[src/design/i2c_batch_frame_builder_crc32_top_defines.svh]
// Assertion macros for the I2C batch frame builder.
// Included by the top level. No other dependencies.
`ifndef I2C_BATCH_FRAME_BUILDER_CRC32_TOP_DEFINES_SVH
`define I2C_BATCH_FRAME_BUILDER_CRC32_TOP_DEFINES_SVH

`ifndef NO_ASSERTIONS
`define I2CFB_ASSERT_NOW(label, ante, cons) \
   label: assert property (@(posedge clock) disable iff (reset) (ante) |-> (cons)) \
      else $error("i2cfb assertion failed");
`define I2CFB_ASSERT_NEXT(label, ante, cons) \
   label: assert property (@(posedge clock) disable iff (reset) (ante) |=> (cons)) \
      else $error("i2cfb assertion failed");
`else
`define I2CFB_ASSERT_NOW(label, ante, cons)
`define I2CFB_ASSERT_NEXT(label, ante, cons)
`endif

`endif

[src/design/i2cfb_pkg.sv]
// Shared types, constants and the CRC-32 byte update for the frame builder.
// No dependencies.
package i2cfb_pkg;

   typedef enum logic [1:0] {
      ACT_START  = 2'd0,
      ACT_HEADER = 2'd1,
      ACT_DATA   = 2'd2,
      ACT_END    = 2'd3
   } action_type;

   typedef struct packed {
      action_type kind;
      logic [7:0] b0;
      logic [7:0] b1;
      logic [7:0] b2;
   } item_type;

   localparam logic [31:0] CRC_INIT      = 32'hFFFF_FFFF;
   localparam logic [31:0] CRC_XOROUT    = 32'hFFFF_FFFF;
   localparam logic [31:0] CRC_POLY_REFL = 32'hEDB8_8320;
   localparam logic [7:0]  FLAG_NO_STOP  = 8'h01;
   localparam logic [7:0]  FLAG_STOP     = 8'h00;

   function automatic logic [31:0] crc_feed(input logic [31:0] crc, input logic [7:0] data);
      logic [31:0] c;
      c = crc ^ {24'd0, data};
      for (int k = 0; k < 8; k++) begin
         c = c[0] ? ((c >> 1) ^ CRC_POLY_REFL) : (c >> 1);
      end
      return c;
   endfunction

endpackage

[src/design/i2c_batch_frame_builder_crc32_top.sv]
// Top level of the I2C batch frame builder with CRC-32 trailer.
// An accepted item passes the item register, then the output register sends its
// bytes one per cycle while rsp_tready allows. Start and data items carry one byte,
// headers three and end items four; output register and CRC update are byte-wide.
// Reset is synchronous: CRC returns to all ones, counters and valid flags clear.
// Depends on i2cfb_pkg, i2cfb_item_stage, i2cfb_emitter and the defines header.
`include "i2c_batch_frame_builder_crc32_top_defines.svh"

module i2c_batch_frame_builder_crc32_top (
   input  logic        clock,
   input  logic        reset,
   input  logic        req_tvalid,
   output logic        req_tready,
   // msg_count[7:0], address[14:8], is_read[15], stop_requested[16],
   // length[24:17], data_byte[32:25], zero fill[39:33]
   input  logic [39:0] req_tdata,
   // action[1:0]
   input  logic [1:0]  req_tuser,
   output logic        rsp_tvalid,
   input  logic        rsp_tready,
   // out_byte[7:0]
   output logic [7:0]  rsp_tdata,
   output logic        rsp_tlast,
   // frame_end[0]
   output logic [0:0]  rsp_tuser
);

   logic                item_valid;
   logic                item_take;
   i2cfb_pkg::item_type item;

   i2cfb_item_stage u_item_stage (
      .clock      (clock),
      .reset      (reset),
      .req_tvalid (req_tvalid),
      .req_tready (req_tready),
      .req_tdata  (req_tdata),
      .req_tuser  (req_tuser),
      .item_valid (item_valid),
      .item       (item),
      .item_take  (item_take)
   );

   i2cfb_emitter u_emitter (
      .clock      (clock),
      .reset      (reset),
      .item_valid (item_valid),
      .item       (item),
      .item_take  (item_take),
      .rsp_tvalid (rsp_tvalid),
      .rsp_tready (rsp_tready),
      .rsp_tdata  (rsp_tdata),
      .rsp_tlast  (rsp_tlast),
      .rsp_tuser  (rsp_tuser)
   );

   `I2CFB_ASSERT_NOW(a_frame_end_is_last, rsp_tvalid && rsp_tuser[0], rsp_tlast)
   `I2CFB_ASSERT_NOW(a_take_needs_item, item_take, item_valid)
   `I2CFB_ASSERT_NOW(a_ready_when_empty, !item_valid, req_tready)
   `I2CFB_ASSERT_NEXT(a_take_fills_output, item_take, rsp_tvalid && rsp_tlast)

endmodule

[src/design/i2cfb_item_stage.sv]
// Input register of the frame builder: captures one item, formats its bytes
// and tracks the message counters. Depends on i2cfb_pkg.
module i2cfb_item_stage (
   input  logic               clock,
   input  logic               reset,
   input  logic               req_tvalid,
   output logic               req_tready,
   input  logic [39:0]        req_tdata,
   input  logic [1:0]         req_tuser,
   output logic               item_valid,
   output i2cfb_pkg::item_type item,
   input  logic               item_take
);

   logic                pend_valid_ff, pend_valid_in;
   i2cfb_pkg::item_type pend_ff, pend_in;
   logic [7:0]          msg_index_ff, msg_index_in;
   logic [7:0]          msg_total_ff, msg_total_in;
   logic                accept;
   logic                is_last_msg;
   logic [7:0]          msg_count, length, data_byte;
   logic [6:0]          address;
   logic                is_read, stop_requested;

   assign msg_count      = req_tdata[7:0];
   assign address        = req_tdata[14:8];
   assign is_read        = req_tdata[15];
   assign stop_requested = req_tdata[16];
   assign length         = req_tdata[24:17];
   assign data_byte      = req_tdata[32:25];

   assign req_tready  = !pend_valid_ff || item_take;
   assign accept      = req_tvalid && req_tready;
   assign is_last_msg = ({1'b0, msg_index_ff} + 9'd1) == {1'b0, msg_total_ff};

   always_comb begin
      pend_in       = pend_ff;
      msg_index_in  = msg_index_ff;
      msg_total_in  = msg_total_ff;
      pend_valid_in = item_take ? 1'b0 : pend_valid_ff;
      if (accept) begin
         pend_valid_in = 1'b1;
         pend_in.kind  = i2cfb_pkg::action_type'(req_tuser);
         pend_in.b0    = data_byte;
         pend_in.b1    = 8'd0;
         pend_in.b2    = 8'd0;
         case (i2cfb_pkg::action_type'(req_tuser))
            i2cfb_pkg::ACT_START: begin
               pend_in.b0   = msg_count;
               msg_index_in = 8'd0;
               msg_total_in = msg_count;
            end
            i2cfb_pkg::ACT_HEADER: begin
               pend_in.b0   = {address, is_read};
               pend_in.b1   = (stop_requested || is_last_msg) ? i2cfb_pkg::FLAG_STOP
                                                              : i2cfb_pkg::FLAG_NO_STOP;
               pend_in.b2   = length;
               msg_index_in = msg_index_ff + 8'd1;
            end
            i2cfb_pkg::ACT_END: begin
               msg_index_in = 8'd0;
               msg_total_in = 8'd0;
            end
            default: begin
            end
         endcase
      end
   end

   always_ff @(posedge clock) begin
      if (reset) begin
         pend_valid_ff <= 1'b0;
         msg_index_ff  <= 8'd0;
         msg_total_ff  <= 8'd0;
      end else begin
         pend_valid_ff <= pend_valid_in;
         msg_index_ff  <= msg_index_in;
         msg_total_ff  <= msg_total_in;
      end
      pend_ff <= pend_in;
   end

   assign item_valid = pend_valid_ff;
   assign item       = pend_ff;

endmodule

[src/design/i2cfb_emitter.sv]
// Byte emitter of the frame builder: sends the held item's bytes one per cycle unless
// rsp_tready stalls, via the output register, and keeps the running CRC. Depends on i2cfb_pkg.
module i2cfb_emitter (
   input  logic               clock,
   input  logic               reset,
   input  logic               item_valid,
   input  i2cfb_pkg::item_type item,
   output logic               item_take,
   output logic               rsp_tvalid,
   input  logic               rsp_tready,
   output logic [7:0]         rsp_tdata,
   output logic               rsp_tlast,
   output logic [0:0]         rsp_tuser
);

   logic [1:0]  idx_ff, idx_in;
   logic [31:0] crc_ff, crc_in;
   logic        out_valid_ff, out_valid_in;
   logic [7:0]  out_byte_ff, out_byte_in;
   logic        out_last_ff, out_last_in;
   logic        out_frame_ff, out_frame_in;
   logic        load;
   logic [1:0]  last_idx;
   logic        is_last;
   logic [7:0]  sel_byte;
   logic [31:0] crc_out;

   assign load    = item_valid && (!out_valid_ff || rsp_tready);
   assign crc_out = crc_ff ^ i2cfb_pkg::CRC_XOROUT;

   always_comb begin
      last_idx = 2'd0;
      sel_byte = item.b0;
      case (item.kind)
         i2cfb_pkg::ACT_HEADER: begin
            last_idx = 2'd2;
            case (idx_ff)
               2'd0:    sel_byte = item.b0;
               2'd1:    sel_byte = item.b1;
               default: sel_byte = item.b2;
            endcase
         end
         i2cfb_pkg::ACT_END: begin
            last_idx = 2'd3;
            case (idx_ff)
               2'd0:    sel_byte = crc_out[31:24];
               2'd1:    sel_byte = crc_out[23:16];
               2'd2:    sel_byte = crc_out[15:8];
               default: sel_byte = crc_out[7:0];
            endcase
         end
         default: begin
         end
      endcase
   end

   assign is_last   = idx_ff == last_idx;
   assign item_take = load && is_last;

   always_comb begin
      crc_in = crc_ff;
      if (load) begin
         case (item.kind)
            i2cfb_pkg::ACT_START: crc_in = i2cfb_pkg::crc_feed(i2cfb_pkg::CRC_INIT, sel_byte);
            i2cfb_pkg::ACT_END:   crc_in = is_last ? i2cfb_pkg::CRC_INIT : crc_ff;
            default:              crc_in = i2cfb_pkg::crc_feed(crc_ff, sel_byte);
         endcase
      end
   end

   always_comb begin
      idx_in       = idx_ff;
      out_valid_in = out_valid_ff && !rsp_tready;
      out_byte_in  = out_byte_ff;
      out_last_in  = out_last_ff;
      out_frame_in = out_frame_ff;
      if (load) begin
         idx_in       = is_last ? 2'd0 : idx_ff + 2'd1;
         out_valid_in = 1'b1;
         out_byte_in  = sel_byte;
         out_last_in  = is_last;
         out_frame_in = is_last && (item.kind == i2cfb_pkg::ACT_END);
      end
   end

   always_ff @(posedge clock) begin
      if (reset) begin
         idx_ff       <= 2'd0;
         crc_ff       <= i2cfb_pkg::CRC_INIT;
         out_valid_ff <= 1'b0;
      end else begin
         idx_ff       <= idx_in;
         crc_ff       <= crc_in;
         out_valid_ff <= out_valid_in;
      end
      out_byte_ff  <= out_byte_in;
      out_last_ff  <= out_last_in;
      out_frame_ff <= out_frame_in;
   end

   assign rsp_tvalid   = out_valid_ff;
   assign rsp_tdata    = out_byte_ff;
   assign rsp_tlast    = out_last_ff;
   assign rsp_tuser[0] = out_frame_ff;

endmodule

[config.mk]
export PLATFORM = sky130hd
export DESIGN_NAME = i2c_batch_frame_builder_crc32_top
export DESIGN_NICKNAME = d
export VERILOG_FILES = /design/src/design/i2cfb_pkg.sv /design/src/design/i2c_batch_frame_builder_crc32_top.sv /design/src/design/i2cfb_item_stage.sv /design/src/design/i2cfb_emitter.sv
export VERILOG_INCLUDE_DIRS = /design/src /design/src/design
export SDC_FILE = /design/constraint.sdc
export NUM_CORES = 1
export LEC_CHECK = 0
export ABC_CLOCK_PERIOD_IN_PS = 6500
export BUFFER_PORTS_ARGS = -buffer_cell sky130_fd_sc_hd__buf_2
export CAP_MARGIN = 20
export CORE_MARGIN = 2
export CORE_UTILIZATION = 40
export CTS_BUF_LIST = sky130_fd_sc_hd__clkbuf_4 sky130_fd_sc_hd__clkbuf_8 sky130_fd_sc_hd__clkbuf_16
export CTS_CLUSTER_DIAMETER = 40
export DETAILED_ROUTE_END_ITERATION = 7
export GPL_ROUTABILITY_DRIVEN = 1
export PLACE_DENSITY_LB_ADDON = 0.15
export REMOVE_ABC_BUFFERS = 1
export SLEW_MARGIN = 20
export SYNTH_ARGS = -nofsm -noshare
export SYNTH_HDL_FRONTEND = slang
export SYNTH_SLANG_ARGS = --single-unit
[constraint.sdc]
create_clock -name clock -period 6.5 [get_ports clock]
set_input_delay 0 -clock clock [delete_from_list [all_inputs] [get_ports clock]]
set_output_delay 0 -clock clock [all_outputs]
set_load 0.02 [all_outputs]
==> results.toml <==
[logic_synthesis]
synth_ff_type = "dfxtp_1"
synth_cell_type_count = 70
synth_edf_count = 29
synth-async-reset-ratio_pct = 0
syn_area_um2 = 5590
synth_seq_area_share_pct = 34.2
synth_top_area_cell = "dfxtp_1"
synth.avg_cell_area_um2 = 9.33
synth_cells = 599
synthTopCellsByArea = "dfxtp_1, edfxtp_1, xnor2_1"
ys_ff_latch = 81
synth_common_cells = "a21oi_1, xnor2_1, dfxtp_1, nand2_1, xor2_1"
synth_warnings = 0
synth_top_area_share_pct = 18.6

[global_routing]
antenna_found_initial = 0
grt_start_max_net_pins = 53
grt_usage_pct = 21.5
overflow = 0
grt_pass1_wl_um = 24200
grt_pass1_vias = 4412

[place]
hpwl_um = 10200
dp_cells = 800
place_congestion = 0.854
numPortBuffers = 50

[run]
cap_violations = 0

[pwr]
switching_share_pct = 36.6
p_leak_nw = 2.52
p_seq_share_pct = 30.3
power_switching_uw = 740
p_total_mw = 2.02
pwr-share-comb_pct = 44.1
power_frac_clock_pct = 25.6
intPower_mw = 1.28
power_density_nw_per_um2 = 310
vdd_drop_max_uv = 127

[clock_network]
cts_buffers = 9
cts_tree = "built"
clk_pin_slew_ns = 0.06
cts.sink_count = 81
htree_num_levels = 3
clockRootBuffer = "clkbuf_16"
clk_latency_ns = 0.35
cts_buffer_depth = 2

[layout]
seqCellArea_um2 = 1910
drive_gt1_share_pct = 15.5
multi_input_area_um2 = 3450
area_delta_synth_final_pct = 16.7
fin_util_pct = 47.4
final_cells = 843
fillCellCount = 1350
layout.nets = 717
diodes = 0

[status]
status = "complete, no violations"

[floorplanning]
rows = 43
die_area_um2 = 14900
die_x_um = 122
initial_core_util_pct = 40.6
core_um2 = 13800
die_h_um = 122
num_io_pins = 58

[routing]
routed_wl_um = 15400
wl_per_cell_um = 18.2
post-route-drc-count = 0
drt_iter0_drc = 327
firstDrtPassIters = 5
ant_nets = 0
routed_via_density = 5.47
num_vias = 4613

[setup_path]
startpoint_type = "flip-flop"
required_ns = 6.73
crit_type = "flip-flop to flip-flop"
endpoint_kind = "flip-flop"
crit_arrival_ns = 4.42
crit_fanout = 15

[sta]
whs_ns = 0.0306
period_needed_ns = 4.19
tns_ns = 0
setup_viol = 0
hold_viol_final = 0
clock_skew_ns = 0.00735
slew_headroom_pct = 31.1
finalCritPeriodShare_pct = 64.5
worstMarginPinSlew_ns = 1.03
finalMaxSlewViolations = 0
fmax_mhz = 239
rsz0062_at_grt = "no"

[worst_hold_path]
hold_path.class = "input pin to flip-flop"
==> layout make-up <==
class,instances,share of cell area (%)
multi-input combinational,463,52.9
sequential,81,29.3
timing repair buffer,82,8.56
clock buffer,11,3.68
tap,180,3.45
inverter,21,1.21
clock inverter,5,0.882
==> layer usage <==
metal	global-route usage [%]	wire length, um	part of all wire, %	vias up
li1	-	-	-	2237
met1	28.0	6880	45	2234
met2	35.7	7410	48	121
met3	3.76	717	4.7	21
met4	8.12	375	2.4	0
met5	0	0	0	-
==> kinds of logic after synthesis <==
family | share of synthesized area [%]
and+or+nand+nor | 15.7
AOI/OAI and AO/OA | 20.1
muxes | 0.380
DFF | 34.2
buffers and inverters | 4.27
xor gates and xnor gates | 22.4
adders and majority gates | 2.91
==> layout by cell type (no fill, tap or decap), types with 12 or more instances in the layout <==
master / synthesis / final
nor2b_1: 17 / 17
xnor2_1: 64 / 64
ha_1: 13 / 13
a211oi_1: 22 / 22
xor2_1: 43 / 43
dlygate4sd3_1: 0 / 27
a21oi_1: 64 / 64
nor2_1: 33 / 33
edfxtp_1: 29 / 29
a211o_1: 12 / 12
buf_2: 3 / 50
nand2_1: 50 / 50
inv_1: 19 / 19
o21ai_0: 13 / 13
dfxtp_1: 52 / 52
==> registers in the layout (all words and copies together), names as in the netlist <==
name / cells
u_emitter.crc_ff: 32
u_emitter.idx_ff: 2
u_emitter.rsp_tdata: 8
u_emitter.rsp_tlast: 1
u_emitter.rsp_tuser: 1
u_emitter.rsp_tvalid: 1
u_item_stage.item: 19
u_item_stage.item_valid: 1
u_item_stage.msg_index_ff: 8
u_item_stage.msg_total_ff: 8
==> metrics by stage <==
| step | worst slack [ns] | area, um2 |
|---|---|---|
| 2_1_floorplan | 2.66 | 5430 |
| 3_3_place_gp | 2.28 | 5950 |
| 3_5_place_dp | 2.30 | 5950 |
| 4_1_cts | 2.29 | 6520 |
| 5_1_grt | 2.11 | 6520 |
| 6_report | 2.31 | 6520 |
==> what timing repair did <==
item	CTS	global route
hold buffers	27	0
setup endpoints to repair	0	0
resized for setup	0	0
setup buffers	0	0
endpoints found under the hold margin	21	0
==> power groups by stage <==
stage	clock network (mW)	logic, mW	registers [mW]
CTS	0.528	0.885	0.613
detailed placement	0	0.865	0.624
floorplan	0	0.691	0.619
global placement	0	0.864	0.623
global route	0.548	0.966	0.618
finish	0.517	0.892	0.613
==> worst paths after layout <==
path,from,end,slack [ns],cells past startpoint
max,u_emitter.idx_ff[1]$_SDFFE_PP0P_,u_emitter.crc_ff[19]$_SDFFE_PP1P_,2.31,10
min,req_tdata[13],u_item_stage.item[22]$_DFFE_PP_,0.03,3
max reg2reg,u_emitter.idx_ff[1]$_SDFFE_PP0P_,u_emitter.crc_ff[19]$_SDFFE_PP1P_,2.31,10
min reg2reg,u_emitter.crc_ff[5]$_SDFFE_PP1P_,u_emitter.crc_ff[5]$_SDFFE_PP1P_,0.47,2
==> worst max-delay path: stages, from the launching register on <==
cell and delay (ns):
dfxtp_1 0.42, inv_1 0.13, ha_1 0.45, and2b_1 0.28, o41ai_1 0.66, o211ai_4 0.27, xor2_2 0.32, xor2_2 0.52
xor2_2 0.27, and4_1 0.26, or4_1 0.48
Power figures use the tool's default switching activity.
